==> src/hw/rtl/pmfe_pkg.sv <==
package pmfe_pkg;

  localparam int unsigned ADDRESS_BITS_DEF = 40;

  localparam int unsigned SEED_W  = 64;
  localparam int unsigned PAGE_W  = 17;
  localparam int unsigned IDX_W   = 38;
  localparam int unsigned STEP_W  = 7;
  localparam int unsigned THR_W   = 8;
  localparam int unsigned PCT_W   = 7;
  // quotient never exceeds 100, so seven quotient bits cover it
  localparam int unsigned QUOT_W  = 7;
  // (index + 1) * 100 fits in index width plus seven bits
  localparam int unsigned DIV_W   = IDX_W + QUOT_W;
  localparam int unsigned CNT_W   = $clog2(PAGE_W);
  localparam int unsigned CFG_IDX_W = 3;

  localparam logic [SEED_W-1:0] SEED_RST  = 64'h9e37_79b9_7f4a_7c15;
  localparam logic [PAGE_W-1:0] PAGE_RST  = 17'd4096;
  localparam logic [IDX_W-1:0]  TOTAL_RST = 38'd1;
  localparam logic [STEP_W-1:0] STEP_RST  = 7'd5;
  localparam logic [STEP_W-1:0] STEP_FALLBACK = 7'd5;
  localparam logic [STEP_W-1:0] STEP_MAX  = 7'd100;
  localparam logic [PCT_W-1:0]  PCT_FULL  = 7'd100;
  localparam logic [PAGE_W-1:0] WORD_BYTES = 17'd8;

  localparam int unsigned XS_A = 13;
  localparam int unsigned XS_B = 7;
  localparam int unsigned XS_C = 17;

  typedef enum logic [CFG_IDX_W-1:0] {
    REG_SEED  = 3'd0,
    REG_MODE  = 3'd1,
    REG_PAGE  = 3'd2,
    REG_TOTAL = 3'd3,
    REG_STEP  = 3'd4
  } cfg_reg_e;

  typedef enum logic [1:0] {
    ST_IDLE,
    ST_LOAD,
    ST_CALC,
    ST_EMIT
  } fsm_e;

  function automatic logic [SEED_W-1:0] xorshift(input logic [SEED_W-1:0] x);
    logic [SEED_W-1:0] a;
    logic [SEED_W-1:0] b;
    a = x ^ (x << XS_A);
    b = a ^ (a >> XS_B);
    return b ^ (b << XS_C);
  endfunction

  function automatic logic [THR_W-1:0] first_thr(input logic [STEP_W-1:0] step);
    if (step == '0 || step > STEP_MAX) begin
      return THR_W'(STEP_FALLBACK);
    end
    return THR_W'(step);
  endfunction

endpackage

==> src/hw/rtl/prng_memory_fill_engine_unit.sv <==
// Memory fill pattern engine. Each accepted request (restart bit) performs one
// element step: a 64-bit xorshift word, its byte address (index times 8, or
// index times page size in page mode, wrapping at ADDRESS_BITS), the running
// XOR checksum, the completion percent and a progress flag, delivered as one
// result. A request passes through a load state, then the bit-serial shift-add
// multiplier that walks the 17-bit page size (the 7-step restoring divider for
// the percent runs alongside it), then an emit state that registers the result
// once the output register is free; a request past the end of the fill goes
// from the load state straight to the emit state. A new request is taken as
// soon as the result sits in the output register, even if it has not been
// taken yet; no new request is taken while one is still being worked on.
// Configuration writes are taken at any time and must be made while idle.
module prng_memory_fill_engine_unit
  import pmfe_pkg::*;
#(
  parameter int unsigned ADDRESS_BITS = ADDRESS_BITS_DEF
) (
  input  logic                    clk_i,
  input  logic                    rst_ni,

  input  logic                    cfg_valid_i,
  output logic                    cfg_ready_o,
  input  logic [CFG_IDX_W-1:0]    cfg_index_i,
  input  logic [SEED_W-1:0]       cfg_data_i,

  input  logic                    in_valid_i,
  output logic                    in_ready_o,
  input  logic                    restart_i,

  output logic                    out_valid_o,
  input  logic                    out_ready_i,
  output logic                    write_enable_o,
  output logic [ADDRESS_BITS-1:0] write_address_o,
  output logic [SEED_W-1:0]       write_data_o,
  output logic [SEED_W-1:0]       running_checksum_o,
  output logic                    progress_hit_o,
  output logic [PCT_W-1:0]        percent_done_o,
  output logic                    fill_done_o
);

  // configuration registers
  logic [SEED_W-1:0] seed_q;
  logic              mode_q;
  logic [PAGE_W-1:0] page_q;
  logic [IDX_W-1:0]  total_q;
  logic [STEP_W-1:0] step_q;

  // fill state
  logic [SEED_W-1:0] gen_q;
  logic [IDX_W-1:0]  idx_q;
  logic [SEED_W-1:0] chk_q;
  logic [THR_W-1:0]  thr_q;
  logic              fin_q;

  // working registers
  fsm_e                    state_q, state_d;
  logic                    idle_q;
  logic [SEED_W-1:0]       val_q;
  logic [CNT_W-1:0]        cnt_q;
  logic [PAGE_W-1:0]       mcand_q;
  logic [ADDRESS_BITS-1:0] idx_sh_q;
  logic [ADDRESS_BITS-1:0] addr_q;
  logic [DIV_W-1:0]        rem_q;
  logic [DIV_W-1:0]        dvs_q;
  logic [QUOT_W-1:0]       quot_q;

  logic                    out_valid_q;

  logic                    in_acc;
  logic                    out_free;
  logic                    emit;
  logic [IDX_W:0]          pos;
  logic [DIV_W-1:0]        pos_w;
  logic                    div_ge;
  logic                    hit;
  logic [SEED_W-1:0]       chk_new;

  assign cfg_ready_o = 1'b1;
  assign in_ready_o  = (state_q == ST_IDLE);
  assign in_acc      = in_valid_i && in_ready_o;
  assign out_free    = !out_valid_q || out_ready_i;
  assign emit        = (state_q == ST_EMIT) && out_free;
  assign out_valid_o = out_valid_q;

  assign pos     = {1'b0, idx_q} + (IDX_W + 1)'(1);
  assign pos_w   = DIV_W'(pos);
  assign div_ge  = rem_q >= dvs_q;
  assign hit     = {1'b0, quot_q} >= thr_q;
  assign chk_new = chk_q ^ val_q;

  always_comb begin
    state_d = state_q;
    case (state_q)
      ST_IDLE: begin
        if (in_acc) begin
          state_d = ST_LOAD;
        end
      end
      ST_LOAD: begin
        if (fin_q || idx_q >= total_q) begin
          state_d = ST_EMIT;
        end else begin
          state_d = ST_CALC;
        end
      end
      ST_CALC: begin
        if (cnt_q == CNT_W'(PAGE_W - 1)) begin
          state_d = ST_EMIT;
        end
      end
      ST_EMIT: begin
        if (out_free) begin
          state_d = ST_IDLE;
        end
      end
      default: state_d = ST_IDLE;
    endcase
  end

  always_ff @(posedge clk_i or negedge rst_ni) begin
    if (!rst_ni) begin
      state_q <= ST_IDLE;
    end else begin
      state_q <= state_d;
    end
  end

  // configuration writes
  always_ff @(posedge clk_i or negedge rst_ni) begin
    if (!rst_ni) begin
      seed_q  <= SEED_RST;
      mode_q  <= 1'b0;
      page_q  <= PAGE_RST;
      total_q <= TOTAL_RST;
      step_q  <= STEP_RST;
    end else if (cfg_valid_i) begin
      case (cfg_reg_e'(cfg_index_i))
        REG_SEED:  seed_q  <= cfg_data_i;
        REG_MODE:  mode_q  <= cfg_data_i[0];
        REG_PAGE:  page_q  <= cfg_data_i[PAGE_W-1:0];
        REG_TOTAL: total_q <= cfg_data_i[IDX_W-1:0];
        REG_STEP:  step_q  <= cfg_data_i[STEP_W-1:0];
        default: ;
      endcase
    end
  end

  // fill state: restart on an accepted restart request, advance when a write result is emitted
  always_ff @(posedge clk_i or negedge rst_ni) begin
    if (!rst_ni) begin
      gen_q <= SEED_RST;
      idx_q <= '0;
      chk_q <= '0;
      thr_q <= first_thr(STEP_RST);
      fin_q <= 1'b0;
    end else if (in_acc && restart_i) begin
      gen_q <= seed_q;
      idx_q <= '0;
      chk_q <= '0;
      thr_q <= first_thr(step_q);
      fin_q <= 1'b0;
    end else if (emit && !idle_q) begin
      gen_q <= val_q;
      idx_q <= pos[IDX_W-1:0];
      chk_q <= chk_new;
      fin_q <= pos >= {1'b0, total_q};
      if (hit) begin
        thr_q <= thr_q + THR_W'(step_q);
      end
    end
  end

  // serial multiplier and divider
  always_ff @(posedge clk_i or negedge rst_ni) begin
    if (!rst_ni) begin
      idle_q <= 1'b0;
      cnt_q  <= '0;
    end else if (state_q == ST_LOAD) begin
      idle_q <= fin_q || idx_q >= total_q;
      cnt_q  <= '0;
    end else if (state_q == ST_CALC) begin
      cnt_q <= cnt_q + CNT_W'(1);
    end
  end

  always_ff @(posedge clk_i) begin
    if (state_q == ST_LOAD) begin
      val_q    <= xorshift(gen_q);
      mcand_q  <= mode_q ? page_q : WORD_BYTES;
      idx_sh_q <= ADDRESS_BITS'(idx_q);
      addr_q   <= '0;
      // (index + 1) * 100 as 64 + 32 + 4
      rem_q    <= (pos_w << 6) + (pos_w << 5) + (pos_w << 2);
      dvs_q    <= DIV_W'(total_q) << (QUOT_W - 1);
      quot_q   <= '0;
    end else if (state_q == ST_CALC) begin
      if (mcand_q[0]) begin
        addr_q <= addr_q + idx_sh_q;
      end
      mcand_q  <= mcand_q >> 1;
      idx_sh_q <= idx_sh_q << 1;
      if (cnt_q < CNT_W'(QUOT_W)) begin
        if (div_ge) begin
          rem_q <= rem_q - dvs_q;
        end
        dvs_q  <= dvs_q >> 1;
        quot_q <= {quot_q[QUOT_W-2:0], div_ge};
      end
    end
  end

  // output register
  always_ff @(posedge clk_i or negedge rst_ni) begin
    if (!rst_ni) begin
      out_valid_q <= 1'b0;
    end else if (emit) begin
      out_valid_q <= 1'b1;
    end else if (out_ready_i) begin
      out_valid_q <= 1'b0;
    end
  end

  always_ff @(posedge clk_i) begin
    if (emit) begin
      if (idle_q) begin
        write_enable_o     <= 1'b0;
        write_address_o    <= '0;
        write_data_o       <= '0;
        running_checksum_o <= chk_q;
        progress_hit_o     <= 1'b0;
        percent_done_o     <= PCT_FULL;
        fill_done_o        <= 1'b1;
      end else begin
        write_enable_o     <= 1'b1;
        write_address_o    <= addr_q;
        write_data_o       <= val_q;
        running_checksum_o <= chk_new;
        progress_hit_o     <= hit;
        percent_done_o     <= quot_q;
        fill_done_o        <= pos >= {1'b0, total_q};
      end
    end
  end

endmodule

==> config.mk <==
export PLATFORM = sky130hd
export DESIGN_NAME = prng_memory_fill_engine_unit
export DESIGN_NICKNAME = d
export VERILOG_FILES = /design/src/hw/rtl/pmfe_pkg.sv /design/src/hw/rtl/prng_memory_fill_engine_unit.sv
export SDC_FILE = /design/constraint.sdc
export NUM_CORES = 2
export LEC_CHECK = 0
export BUFFER_PORTS_ARGS = -buffer_cell sky130_fd_sc_hd__buf_2
export CAP_MARGIN = 20
export CORE_MARGIN = 5
export CORE_UTILIZATION = 28
export DETAILED_ROUTE_END_ITERATION = 7
export REMOVE_ABC_BUFFERS = 1
export SYNTH_ARGS = -nofsm -noshare
export SYNTH_HDL_FRONTEND = slang
export SYNTH_SLANG_ARGS = --single-unit
==> constraint.sdc <==
create_clock -name clk_i -period 13.09 [get_ports clk_i]
set_input_delay 3.2725 -clock clk_i [delete_from_list [all_inputs] [get_ports clk_i]]
set_output_delay 3.2725 -clock clk_i [all_outputs]
set_load 0.02 [all_outputs]
==> flow_summary.ini <==
[sta]
report.final.slew_viol_count = 0
finalCritPeriodShare_pct = 46.5
setup-violations-final = 0
finalClockSkew_ns = 0.0642
fin_crit_ns = 6.08
tightest_slew_ns = 1.17
rsz0062_at_grt = false
fmax_mhz = 164
hold_viol_final = 0
relSlewSlack_pct = 21.3
setup-tns-final_ns = 0

[yosys]
ys_ff_latch = 746
synth.top_cell.area_share_pct = 27.9
ys.flop_type = edfxtp_1
yosysSeqAreaShare_pct = 49.9
synth_edf_count = 380
syn_area_sq_um = 40900
synthArstFlopShare_pct = 41.7
synth_cells = 3766
yosys-top-cells-area = edfxtp_1 (28%), dfrtp_1 (14%), ha_1 (7.3%), xor2_1 (5.7%), dfstp_2 (5.3%)
post_synth.cell_area_avg_sq_um = 10.9
yosys.area.top_type = edfxtp_1
yosysWarningCount = 0
synth_cell_types = 108

[pwr]
finalPower_mw = 13.5
power.density_nw_per_um2 = 287
p_leak_nw = 20.1
ir_worst_vdd_uv = 141

[placed_design]
portBuffers = 252
place_congestion = 0.873
dp_hpwl_microns = 86300

[floorplan]
core-area_sq_um = 145000
die_w_microns = 392
dieArea_sq_um = 154000
start_util_pct = 28.1
rows = 140
dieHeight_microns = 392
ios = 254

[setup_path]
setup.reg_to_reg.worst_slack_ns = 7.01
crit_arrival_ns = 6.48
crit_type = flip-flop to flip-flop
cp.required_ns = 13.49
r2r-end = rem_q[43]$_DFFE_PP_
end_kind = flip-flop
r2r_cells = 21
cp-start-kind = flip-flop
cp_max_fo = 13
reg2reg_from = idx_q[0]$_DFFE_PN0P_

[route]
drcViolationCount = 0
vias = 28800
routed_wl_microns = 117000
first_pass_iters = 5
drt_iter0_markers = 2220
antenna_left = 0
routedWlPerCell_microns = 19.6
via_per_inst = 4.82

[grt]
antenna_found_initial = 12
grt_pass1_vias = 28100
grt_pass1_wl_microns = 175000
grt_max_degree = 160
overflow = 0
grt_usage_pct = 14.7

[cts]
cts_buffer_depth = 3
cts_tree = yes
cts.clk_slew.worst_paths_ns = 0.06
cts_root_buf = clkbuf_16
clock_latency_ns = 0.66
post_cts_buffers = 0
cts.sinks = 746
cts_resized = 0
ctsHtreeMaxLevel = 3
cts-hold-fix-buffers = 0
cts_buffers = 81

[final_layout]
nFillCells = 14700
drive_gt1_share_pct = 17.7
final_cell_mix = nand2_1 (413), edfxtp_1 (380), xor2_1 (266), nor2_1 (256), buf_2 (251)
synthToLayoutAreaGrowth_pct = 15.1
layout_commonest_cell = nand2_1
fin_nets = 4294

[worst_hold_path]
hold_class = flip-flop to flip-flop
hold_end = quot_q[1]$_SDFFE_PP0P_
min_from = quot_q[0]$_SDFFE_PP0P_
hold_depth = 2

[run]
maxCapViolations = 0

[outcome]
status = finished, final reports clean
-- where the power goes --
group	internal [mW]	switching [mW]	total, mW
Sequential	4.13	0.731	4.86
Clock	1.40	1.01	2.41
Combinational	2.38	3.87	6.25
-- cell families (layout without fill, tap and decap cells) --
group | count (synthesis) | after routing | share of synthesized area [%]
compound gates | 727 | 727 | 11.8
xor+xnor | 507 | 507 | 10.9
fa+ha+maj | 249 | 249 | 7.80
buf+inv | 352 | 627 | 3.29
flops | 746 | 746 | 49.9
mux | 172 | 172 | 4.71
other cells | 1 | 7 | 0.00917
simple gates | 1012 | 1012 | 11.6
-- metal layers --
layer,up-vias,wire length (microns),global-route usage (%)
li1,13600,-,-
met1,14200,53900,20.9
met2,788,52400,22.8
met3,162,6750,2.61
met4,0,3670,4.64
met5,-,0,0
-- cell usage after synthesis (35+ instances only) --
cell type	count
o21ai_0	117
o21bai_1	35
mux2_2	162
xor2_1	266
a21oi_1	183
clkbuf_1	126
nand2_1	415
dfxtp_1	55
o31ai_1	49
inv_1	197
ha_1	237
dfstp_2	82
nor2b_1	132
dfrtp_1	229
nor2_1	257
nand3_1	36
edfxtp_1	380
xnor2_1	238
a21o_1	116
a31oi_1	86
-- flip-flops by register name (all words and copies together) (netlist names), 38 cells and up --
register	flops
rem_q	45
dvs_q	44
addr_q	40
total_q	38
write_data_o	64
gen_q	64
idx_q	38
chk_q	64
idx_sh_q	40
running_checksum_o	64
seed_q	64
val_q	64
write_address_o	40
-- how the worst max path moves through the flow --
stage	slack [ns]	startpoint	to	depth (start not counted)
floorplan	2.29	out_ready_i	thr_q[3]$_DFFE_PN0P_	7
global placement	7.05	out_ready_i	write_data_o[0]$_SDFFCE_PP0P_	6
detailed placement	7.02	idx_q[0]$_DFFE_PN0P_	rem_q[43]$_DFFE_PP_	21
CTS	7.02	idx_q[0]$_DFFE_PN0P_	rem_q[43]$_DFFE_PP_	21
global route	6.49	idx_q[0]$_DFFE_PN0P_	rem_q[43]$_DFFE_PP_	21
finish	7.01	idx_q[0]$_DFFE_PN0P_	rem_q[43]$_DFFE_PP_	21
-- critical path, stage by stage, from the launching register on --
cell and delay, ns:
dfrtp_1 0.61, ha_1 0.35, nand4_1 0.15, or3_1 0.46, nor2_2 0.27, and4_1 0.32, nand3_2 0.17, nor2_1 0.27
xor2_1 0.43, xnor2_1 0.15, ha_1 0.30, ha_1 0.38, a21oi_1 0.21, o21bai_1 0.11, a21o_1 0.18, a21oi_1 0.23
a21oi_2 0.11, o211ai_2 0.21, a21oi_1 0.10, a211o_1 0.28, xor2_1 0.14, a2111o_1 0.41
-- stage by stage --
step                      area, sq um  cells  hold slack, ns  util [%]  setup WS [ns]
after floorplan                 40300   3611           0.432         -           2.29
after global placement          44200   5808           0.446      30.4           7.05
after detailed placement        44200   5808           0.451      30.4           7.02
after CTS                       47000   5958           0.462      32.4           7.02
after global routing            47000   5960           0.485      32.4           6.49
final                           47100   5964           0.457      32.4           7.01
-- cell type report --
cell class	instances	area [sq um]	area share, %
Antenna cell	6	15.0	0.0319
Clock buffer	104	2240	4.75
Clock inverter	46	562	1.19
Inverter	197	747	1.59
Multi-Input combinational cell	2668	19200	40.8
Sequential cell	746	20400	43.4
Tap cell	1917	2400	5.10
Timing Repair Buffer	280	1490	3.17
Power figures use the tool's default switching activity.
